--- src/rtl/core/mpct_pkg.sv ---
// ----------------------------------------------------------------------------
// mpct_pkg: shared types and constants of the mouse packet cursor tracker
// Holds the packet phase enum, the command handed from the byte front end to
// the cursor back end, and the register map of the configuration port.
// ----------------------------------------------------------------------------
`default_nettype none

package mpct_pkg;

    // Received byte and its flag bits
    localparam int BYTE_BITS = 8;
    localparam int SYNC_POS  = 3;
    localparam int LEFT_POS  = 0;

    // Configuration port
    localparam int APB_DATA_BITS = 32;
    localparam int APB_ADDR_BITS = 3;
    localparam int REG_SEL_POS   = 2;

    localparam logic REG_X_LIMIT = 1'b0;
    localparam logic REG_Y_LIMIT = 1'b1;

    localparam int X_LIMIT_RESET = 1024;
    localparam int Y_LIMIT_RESET = 768;

    // Position in the three-byte packet
    typedef enum logic [1:0] {
        PH_SYNC   = 2'd0,
        PH_XDELTA = 2'd1,
        PH_YDELTA = 2'd2
    } phase_t;

    // What the back end does with one byte
    typedef enum logic [1:0] {
        CMD_HOLD   = 2'd0,
        CMD_DROP   = 2'd1,
        CMD_PACKET = 2'd2
    } cmd_kind_t;

    typedef struct packed {
        cmd_kind_t              kind;
        logic                   left;
        logic [BYTE_BITS-1:0]   dx;
        logic [BYTE_BITS-1:0]   dy;
    } cmd_t;

endpackage

`default_nettype wire

--- src/rtl/core/mpct_front.sv ---
// ----------------------------------------------------------------------------
// mpct_front: byte classifier
// Tracks the packet phase, keeps the header and X delta bytes, and turns
// every accepted byte into one command for the back end.
// ----------------------------------------------------------------------------
`default_nettype none

module mpct_front (
    input  wire logic                           aclk,
    input  wire logic                           aresetn,
    input  wire logic                           accept,
    input  wire logic [mpct_pkg::BYTE_BITS-1:0] rx_byte,
    output mpct_pkg::cmd_t                      cmd
);
    import mpct_pkg::*;

    phase_t               phase_reg, phase_next;
    logic [BYTE_BITS-1:0] header_reg, header_next;
    logic [BYTE_BITS-1:0] xdelta_reg, xdelta_next;

    // Next state
    always_comb begin
        phase_next  = phase_reg;
        header_next = header_reg;
        xdelta_next = xdelta_reg;
        if (accept) begin
            case (phase_reg)
                PH_XDELTA: begin
                    xdelta_next = rx_byte;
                    phase_next  = PH_YDELTA;
                end
                PH_YDELTA: begin
                    phase_next = PH_SYNC;
                end
                default: begin
                    if (rx_byte[SYNC_POS]) begin
                        header_next = rx_byte;
                        phase_next  = PH_XDELTA;
                    end else begin
                        phase_next = PH_SYNC;
                    end
                end
            endcase
        end
    end

    // Command for the current byte
    always_comb begin
        cmd.left = header_reg[LEFT_POS];
        cmd.dx   = xdelta_reg;
        cmd.dy   = rx_byte;
        case (phase_reg)
            PH_XDELTA: cmd.kind = CMD_HOLD;
            PH_YDELTA: cmd.kind = CMD_PACKET;
            default:   cmd.kind = rx_byte[SYNC_POS] ? CMD_HOLD : CMD_DROP;
        endcase
    end

    always_ff @(posedge aclk) begin
        if (!aresetn) begin
            phase_reg  <= PH_SYNC;
            header_reg <= '0;
            xdelta_reg <= '0;
        end else begin
            phase_reg  <= phase_next;
            header_reg <= header_next;
            xdelta_reg <= xdelta_next;
        end
    end

endmodule

`default_nettype wire

--- src/rtl/core/mpct_fifo.sv ---
// ----------------------------------------------------------------------------
// mpct_fifo: two-entry command queue
// Decouples the byte classifier from the cursor update so each side stalls
// on its own.
// ----------------------------------------------------------------------------
`default_nettype none

module mpct_fifo (
    input  wire logic    aclk,
    input  wire logic    aresetn,
    input  wire logic    wr_valid,
    output logic         wr_ready,
    input  wire mpct_pkg::cmd_t wr_data,
    output logic         rd_valid,
    input  wire logic    rd_ready,
    output mpct_pkg::cmd_t rd_data
);
    import mpct_pkg::*;

    cmd_t        entry_reg [2];
    logic        wr_ptr_reg, wr_ptr_next;
    logic        rd_ptr_reg, rd_ptr_next;
    logic [1:0]  count_reg, count_next;
    logic        push, pop;

    assign wr_ready = (count_reg != 2'd2);
    assign rd_valid = (count_reg != 2'd0);
    assign rd_data  = entry_reg[rd_ptr_reg];
    assign push     = wr_valid && wr_ready;
    assign pop      = rd_valid && rd_ready;

    always_comb begin
        wr_ptr_next = push ? ~wr_ptr_reg : wr_ptr_reg;
        rd_ptr_next = pop ? ~rd_ptr_reg : rd_ptr_reg;
        count_next  = count_reg;
        if (push && !pop) begin
            count_next = count_reg + 2'd1;
        end else if (pop && !push) begin
            count_next = count_reg - 2'd1;
        end
    end

    always_ff @(posedge aclk) begin
        if (!aresetn) begin
            wr_ptr_reg <= 1'b0;
            rd_ptr_reg <= 1'b0;
            count_reg  <= 2'd0;
        end else begin
            wr_ptr_reg <= wr_ptr_next;
            rd_ptr_reg <= rd_ptr_next;
            count_reg  <= count_next;
        end
    end

    always_ff @(posedge aclk) begin
        if (push) begin
            entry_reg[wr_ptr_reg] <= wr_data;
        end
    end

endmodule

`default_nettype wire

--- src/rtl/core/mpct_back.sv ---
// ----------------------------------------------------------------------------
// mpct_back: cursor update and result register
// Applies one command per cycle, when not stalled, to the held position and
// button state, clamps against the limits and holds the result until taken.
// ----------------------------------------------------------------------------
`default_nettype none

module mpct_back #(
    parameter int COORD_BITS = 12
) (
    input  wire logic                  aclk,
    input  wire logic                  aresetn,
    input  wire logic                  cmd_valid,
    output logic                       cmd_ready,
    input  wire mpct_pkg::cmd_t        cmd,
    input  wire logic [COORD_BITS-1:0] x_limit,
    input  wire logic [COORD_BITS-1:0] y_limit,
    output logic                       m_valid,
    input  wire logic                  m_ready,
    output logic                       m_packet_done,
    output logic                       m_byte_dropped,
    output logic [COORD_BITS-1:0]      m_cursor_x,
    output logic [COORD_BITS-1:0]      m_cursor_y,
    output logic                       m_left_down,
    output logic                       m_left_released,
    output logic                       m_moved
);
    import mpct_pkg::*;

    localparam int SUM_BITS = COORD_BITS + 2;

    logic [COORD_BITS-1:0]      pos_x_reg, pos_x_next;
    logic [COORD_BITS-1:0]      pos_y_reg, pos_y_next;
    logic                       left_reg, left_next;
    logic                       valid_reg;
    logic                       done_reg, dropped_reg, released_reg, moved_reg;
    logic                       done_next, dropped_next, released_next, moved_next;
    logic signed [SUM_BITS-1:0] sum_x, sum_y;
    logic [COORD_BITS-1:0]      clamp_x, clamp_y;
    logic                       take;

    assign cmd_ready = !valid_reg || m_ready;
    assign take      = cmd_valid && cmd_ready;

    // Add X, subtract Y (origin at top left), then clamp to [0, limit]
    always_comb begin
        sum_x = $signed({2'b00, pos_x_reg}) + SUM_BITS'($signed(cmd.dx));
        sum_y = $signed({2'b00, pos_y_reg}) - SUM_BITS'($signed(cmd.dy));
        if (sum_x[SUM_BITS-1]) begin
            clamp_x = '0;
        end else if (sum_x[SUM_BITS-2:0] > {1'b0, x_limit}) begin
            clamp_x = x_limit;
        end else begin
            clamp_x = sum_x[COORD_BITS-1:0];
        end
        if (sum_y[SUM_BITS-1]) begin
            clamp_y = '0;
        end else if (sum_y[SUM_BITS-2:0] > {1'b0, y_limit}) begin
            clamp_y = y_limit;
        end else begin
            clamp_y = sum_y[COORD_BITS-1:0];
        end
    end

    always_comb begin
        pos_x_next    = pos_x_reg;
        pos_y_next    = pos_y_reg;
        left_next     = left_reg;
        done_next     = 1'b0;
        dropped_next  = 1'b0;
        released_next = 1'b0;
        moved_next    = 1'b0;
        case (cmd.kind)
            CMD_PACKET: begin
                pos_x_next    = clamp_x;
                pos_y_next    = clamp_y;
                left_next     = cmd.left;
                done_next     = 1'b1;
                released_next = left_reg && !cmd.left;
                moved_next    = (cmd.dx != '0) || (cmd.dy != '0);
            end
            CMD_DROP: dropped_next = 1'b1;
            default:  ;
        endcase
    end

    always_ff @(posedge aclk) begin
        if (!aresetn) begin
            valid_reg <= 1'b0;
            pos_x_reg <= '0;
            pos_y_reg <= '0;
            left_reg  <= 1'b0;
        end else begin
            if (take) begin
                valid_reg <= 1'b1;
                pos_x_reg <= pos_x_next;
                pos_y_reg <= pos_y_next;
                left_reg  <= left_next;
            end else if (m_ready) begin
                valid_reg <= 1'b0;
            end
        end
    end

    always_ff @(posedge aclk) begin
        if (take) begin
            done_reg     <= done_next;
            dropped_reg  <= dropped_next;
            released_reg <= released_next;
            moved_reg    <= moved_next;
        end
    end

    assign m_valid         = valid_reg;
    assign m_packet_done   = done_reg;
    assign m_byte_dropped  = dropped_reg;
    assign m_cursor_x      = pos_x_reg;
    assign m_cursor_y      = pos_y_reg;
    assign m_left_down     = left_reg;
    assign m_left_released = released_reg;
    assign m_moved         = moved_reg;

endmodule

`default_nettype wire

--- src/rtl/core/mouse_packet_cursor_tracker.sv ---
// ----------------------------------------------------------------------------
// mouse_packet_cursor_tracker: mouse byte stream to cursor position
// Gathers three-byte mouse packets and tracks a clamped cursor position.
//
// Input channel (s_*): one received byte per beat on s_rx_byte. A first byte
// needs bit 3 set; any other first byte is dropped and reported as such.
// Result channel (m_*): exactly one result beat per input beat, in order.
// A beat that completes a packet carries the new position, the left button,
// a one-packet release pulse and the moved flag; other beats carry the held
// position and button with packet_done, left_released and moved low.
// Path: a byte is classified into the command queue, then the update registers
// the result beat. Throughput: one byte per cycle while s_ready is high; a
// two-entry command queue sits between the classifier and the update.
// Stall: the result is held in an output register; while the receiver
// stalls the queue keeps taking bytes until it holds two, then s_ready drops.
// Reset (aresetn low, synchronous): phase to sync search, position and
// button to 0, queue and output emptied, x_limit to 1024, y_limit to 768.
// Registers: x_limit at 0x0, y_limit at 0x4; write only while idle.
// ----------------------------------------------------------------------------
`default_nettype none

module mouse_packet_cursor_tracker #(
    parameter int COORD_BITS = 12
) (
    input  wire logic                                aclk,
    input  wire logic                                aresetn,
    // Byte input
    input  wire logic                                s_valid,
    output logic                                     s_ready,
    input  wire logic [mpct_pkg::BYTE_BITS-1:0]      s_rx_byte,
    // Result output
    output logic                                     m_valid,
    input  wire logic                                m_ready,
    output logic                                     m_packet_done,
    output logic                                     m_byte_dropped,
    output logic [COORD_BITS-1:0]                    m_cursor_x,
    output logic [COORD_BITS-1:0]                    m_cursor_y,
    output logic                                     m_left_down,
    output logic                                     m_left_released,
    output logic                                     m_moved,
    // Configuration
    input  wire logic                                psel,
    input  wire logic                                penable,
    input  wire logic                                pwrite,
    input  wire logic [mpct_pkg::APB_ADDR_BITS-1:0]  paddr,
    input  wire logic [mpct_pkg::APB_DATA_BITS-1:0]  pwdata,
    output logic [mpct_pkg::APB_DATA_BITS-1:0]       prdata,
    output logic                                     pready
);
    import mpct_pkg::*;

    localparam logic [COORD_BITS-1:0] XLimReset = COORD_BITS'(X_LIMIT_RESET);
    localparam logic [COORD_BITS-1:0] YLimReset = COORD_BITS'(Y_LIMIT_RESET);

    logic [COORD_BITS-1:0] x_limit_reg;
    logic [COORD_BITS-1:0] y_limit_reg;
    logic                  cfg_write;
    logic                  reg_sel;

    cmd_t front_cmd;
    cmd_t q_cmd;
    logic q_valid;
    logic q_ready;
    logic in_accept;

    // ------------------------------------------------------------------
    // Configuration registers: zero wait state, write on the access phase
    // ------------------------------------------------------------------
    assign pready    = 1'b1;
    assign reg_sel   = paddr[REG_SEL_POS];
    assign cfg_write = psel && penable && pwrite;

    always_ff @(posedge aclk) begin
        if (!aresetn) begin
            x_limit_reg <= XLimReset;
            y_limit_reg <= YLimReset;
        end else if (cfg_write) begin
            case (reg_sel)
                REG_X_LIMIT: x_limit_reg <= pwdata[COORD_BITS-1:0];
                REG_Y_LIMIT: y_limit_reg <= pwdata[COORD_BITS-1:0];
                default:     ;
            endcase
        end
    end

    // Read back zero-extended
    always_comb begin
        case (reg_sel)
            REG_X_LIMIT: prdata = APB_DATA_BITS'(x_limit_reg);
            REG_Y_LIMIT: prdata = APB_DATA_BITS'(y_limit_reg);
            default:     prdata = '0;
        endcase
    end

    // ------------------------------------------------------------------
    // Front end: classify each byte into hold, drop or packet-complete
    // ------------------------------------------------------------------
    assign in_accept = s_valid && s_ready;

    mpct_front u_front (
        .aclk    (aclk),
        .aresetn (aresetn),
        .accept  (in_accept),
        .rx_byte (s_rx_byte),
        .cmd     (front_cmd)
    );

    // Queue between the two halves; s_ready is simply "queue not full"
    mpct_fifo u_fifo (
        .aclk     (aclk),
        .aresetn  (aresetn),
        .wr_valid (s_valid),
        .wr_ready (s_ready),
        .wr_data  (front_cmd),
        .rd_valid (q_valid),
        .rd_ready (q_ready),
        .rd_data  (q_cmd)
    );

    // ------------------------------------------------------------------
    // Back end: advance cursor, clamp, register the result beat
    // ------------------------------------------------------------------
    mpct_back #(
        .COORD_BITS (COORD_BITS)
    ) u_back (
        .aclk            (aclk),
        .aresetn         (aresetn),
        .cmd_valid       (q_valid),
        .cmd_ready       (q_ready),
        .cmd             (q_cmd),
        .x_limit         (x_limit_reg),
        .y_limit         (y_limit_reg),
        .m_valid         (m_valid),
        .m_ready         (m_ready),
        .m_packet_done   (m_packet_done),
        .m_byte_dropped  (m_byte_dropped),
        .m_cursor_x      (m_cursor_x),
        .m_cursor_y      (m_cursor_y),
        .m_left_down     (m_left_down),
        .m_left_released (m_left_released),
        .m_moved         (m_moved)
    );

    // ------------------------------------------------------------------
    // Checks
    // ------------------------------------------------------------------
    // A full queue only happens while the back end has work pending
    a_full_has_work: assert property (@(posedge aclk) disable iff (!aresetn)
        !s_ready |-> (q_valid && m_valid))
        else $error("queue full without pending back-end work");

    // Release and motion flags only accompany a completed packet
    a_flags_need_packet: assert property (@(posedge aclk) disable iff (!aresetn)
        (m_valid && !m_packet_done) |-> (!m_moved && !m_left_released))
        else $error("packet flags set on a non-packet beat");

    // A release pulse means the button now reads up
    a_release_up: assert property (@(posedge aclk) disable iff (!aresetn)
        (m_valid && m_left_released) |-> !m_left_down)
        else $error("release reported while button still down");

    // A dropped byte never completes a packet
    a_drop_excl: assert property (@(posedge aclk) disable iff (!aresetn)
        (m_valid && m_byte_dropped) |-> !m_packet_done)
        else $error("beat both dropped and completed a packet");

endmodule

`default_nettype wire

--- config.mk ---
export PLATFORM = sky130hd
export DESIGN_NAME = mouse_packet_cursor_tracker
export DESIGN_NICKNAME = d
export VERILOG_FILES = /design/src/rtl/core/mpct_pkg.sv /design/src/rtl/core/mpct_front.sv /design/src/rtl/core/mpct_fifo.sv /design/src/rtl/core/mpct_back.sv /design/src/rtl/core/mouse_packet_cursor_tracker.sv
export SDC_FILE = /design/constraint.sdc
export NUM_CORES = 1
export LEC_CHECK = 0
export BUFFER_PORTS_ARGS = -buffer_cell sky130_fd_sc_hd__buf_2
export CORE_MARGIN = 1
export CORE_UTILIZATION = 51
export DETAILED_ROUTE_END_ITERATION = 12
export GPL_TIMING_DRIVEN = 0
export PLACE_DENSITY = 0.79
export SYNTH_ARGS = -nofsm -noshare
export SYNTH_HDL_FRONTEND = slang
export SYNTH_HIERARCHICAL = 1
export SYNTH_SLANG_ARGS = --single-unit
--- constraint.sdc ---
create_clock -name aclk -period 3.55 [get_ports aclk]
set_input_delay 0.355 -clock aclk [delete_from_list [all_inputs] [get_ports aclk]]
set_output_delay 0.355 -clock aclk [all_outputs]
set_load 0.01 [all_outputs]
==> summary.txt <==
Status
  – Status: finished with violations
  – Failing checks: setup timing

Layout
  – Area Growth Syn to Fin: 24.2%
  – Final Cell Area: 0.00814 sq mm
  – Share of layout cells above drive strength 1: 33.7%
  – Largest register FFs: 38
  – Post-layout util: 64.8%
  – Cell Count, Final, Fillers Out: 958
  – Antenna cells: 0
  – Final #Nets: 887

Synthesis
  – Synth area leaders: dfxtp_1, edfxtp_1, ha_1
  – Top FF cell, synth: dfxtp_1
  – Count of cell types in the netlist: 68
  – Cell count after synthesis: 651
  – Post-Syn Area per Cell: 10.1 sq um
  – Asr flop ratio synth: 0%
  – Number of flops mapped to enable cells by yosys: 42
  – Synth Cell Area: 0.00656 sq mm
  – Seq cells post-synth: 108
  – Seq/Total Area, Yosys: 39.4%
  – Most instantiated cells after synthesis: nand2_1, dfxtp_1, ha_1
  – Leading area contributor after synthesis: dfxtp_1
  – Yosys warns: 6
  – Count leader, synth: nand2_1
  – Post-synth top area share: 20.1%

Floorplan
  – Height of the die: 115 um
  – Die span in x: 115 um
  – Core Area: 0.0126 sq mm
  – # rows: 41
  – Starting Density: 52.2%
  – IO Pins: 114
  – Die area: 0.0133 sq mm

Clock network
  – Clk_lat worst skew: 350 ps
  – Clock Path Buffers: 2
  – Num CTS Buffers: 9
  – H-tree depth: 3
  – TritonCTS clock tree: done
  – CTS Root Cell: clkbuf_16
  – CTS Hold Buffers Added: 0
  – TritonCTS Sinks: 108
  – Clock transition at the registers of the reported paths: 70 ps

Detailed routing
  – Vias/cell: 5.39
  – Routed WL per cell: 16.3 um
  – Routed Antenna Nets: 0
  – DRT iter0 DRCs: 291
  – Drt drc: 0
  – DRT Pass-1 Iters: 5
  – DR vias: 5,165
  – Drt total wl: 15,600 um

Power
  – Worst vdd rail ir drop: 0.000369 V
  – PD cells: 623 mW/mm^2
  – Total power: 0.00507 W
  – Leakage: 3.63 nW

GRT
  – All-Layer GR Usage: 23.7%
  – Vias in the first global route: 5,050
  – First-pass GRT wire length: 23,900 um
  – GRT Residual Overflow: 0
  – Largest net degree at the start of global routing: 20
  – Initial antenna violation count: 0

Worst setup path
  – Crit path DAT: 4290 ps
  – Setup crit end kind: register
  – Critical Path RT: 3790 ps
  – CP startpoint kind: register
  – Critical path class: register to register
  – Max FO, Critical Path: 5

STA
  – Final Critical Period: 4050 ps
  – Max Clock Skew: 7.67 ps
  – Slew Limit Fails: 0
  – Final Setup Violations: 24
  – Worst-Margin Slew: 888 ps
  – Fmax: 247 MHz
  – Final worst slack: -498 ps
  – Final hold vios: 0
  – Final TNS setup: -9530 ps
  – Tcrit/Tclk final: 114%
  – Relative slew margins: 40.8%
  – Unrepaired setup endpoints after global routing: yes

Placed design
  – GPL Wtd Cong: 0.834
  – Dpl cell area: 0.00723 sq mm
  – Placed Cells: 911
  – PortBufs: 69
  – DP HPWL: 11,100 um

Run
  – # Max-Cap Violations: 0

Worst hold path
  – Worst hold path type: primary input to register
layout by cell type (no fill, tap or decap), types with 9 or more instances in the layout:
cell / n
nor2_1: 12
inv_1: 43
edfxtp_1: 42
xnor2_1: 16
a21oi_1: 12
clkbuf_16: 9
conb_1: 21
nor3_1: 9
mux2_2: 26
nand2_1: 71
dfxtp_1: 65
o21ai_1: 27
a21boi_0: 10
mux2i_1: 48
buf_4: 58
and2_1: 9
buf_2: 73
ha_4: 9
nor2b_1: 13
o21a_1: 15
ha_1: 42
final cells by class:
| cell class | count | area (sq um) |
|---|---|---|
| plain buffers | 51 | 394 |
| fillers | 958 | 4430 |
| repair buffers | 100 | 618 |
| clock buffers | 11 | 233 |
| multi-input cells | 462 | 3850 |
| well taps | 172 | 215 |
| flip-flops and latches | 108 | 2580 |
| clock inverters | 5 | 60.1 |
| inverters | 49 | 189 |
where the power goes:
group | leakage (nW) | switching [W] | internal [W]
Clock | 0.142 | 0.000452 | 0.000552
Sequential | 0.936 | 0.0000690 | 0.00145
Combinational | 2.55 | 0.00129 | 0.00126
layer usage:
layer	global-route usage, %	part of all wire (%)
met2	40.8	49
met1	27.8	42
met5	0	0
met4	13.2	3.7
met3	4.43	4.8
cells by family (layout without fill, tap and decap cells):
family | after synthesis | count (layout) | synth area share, %
compound gates | 109 | 109 | 11.4
mux | 82 | 82 | 13.1
buf+inv | 100 | 216 | 8.49
xor+xnor | 23 | 23 | 3.07
simple gates | 171 | 171 | 13.5
flops | 108 | 108 | 39.4
fa+ha+maj | 56 | 56 | 10.9
other cells | 2 | 21 | 0.115
stage by stage:
stage / hold WS, ps / setup slack, ps
2_1_floorplan: 419 / -241
5_1_grt: 274 / -618
6_report: 265 / -498
3_3_place_gp: 432 / -641
3_5_place_dp: 434 / -701
4_1_cts: 263 / -360
worst paths after layout:
check	from	cells after the start	endpoint	slack, ps
hold reg to reg	u_front/xdelta_reg[0]	0	u_fifo/entry_reg[1][8]	460
setup / recovery	register	20	u_back/m_cursor_x[11]	-500
setup reg to reg	register	20	u_back/m_cursor_x[11]	-500
hold / removal	pwdata[8]	3	x_limit_reg[8]	260
critical path, stage by stage, from the launching register on:
cell and delay (ps):
dfxtp_2 320, buf_6 130, buf_8 120, mux2_4 310, ha_4 170, inv_2 40, fa_2 190, and2b_2 240
o2111ai_4 250, a31oi_4 150, xor2_2 180, ha_1 310, and4_4 220, a211oi_2 180, o21ai_1 100, o221a_2 240
nor3_2 170, o22ai_2 140, buf_6 180, mux2i_2 200, o21ai_1 100
timing repair:
| action | in CTS | in global routing |
|---|---|---|
| pin swaps | 34 | 19 |
| gates cloned | 3 | 0 |
| endpoints found under the setup margin | 24 | 24 |
| gates resized for setup | 61 | 26 |
| buffers inserted | 22 | 7 |
(Power assumes the default switching activity.)
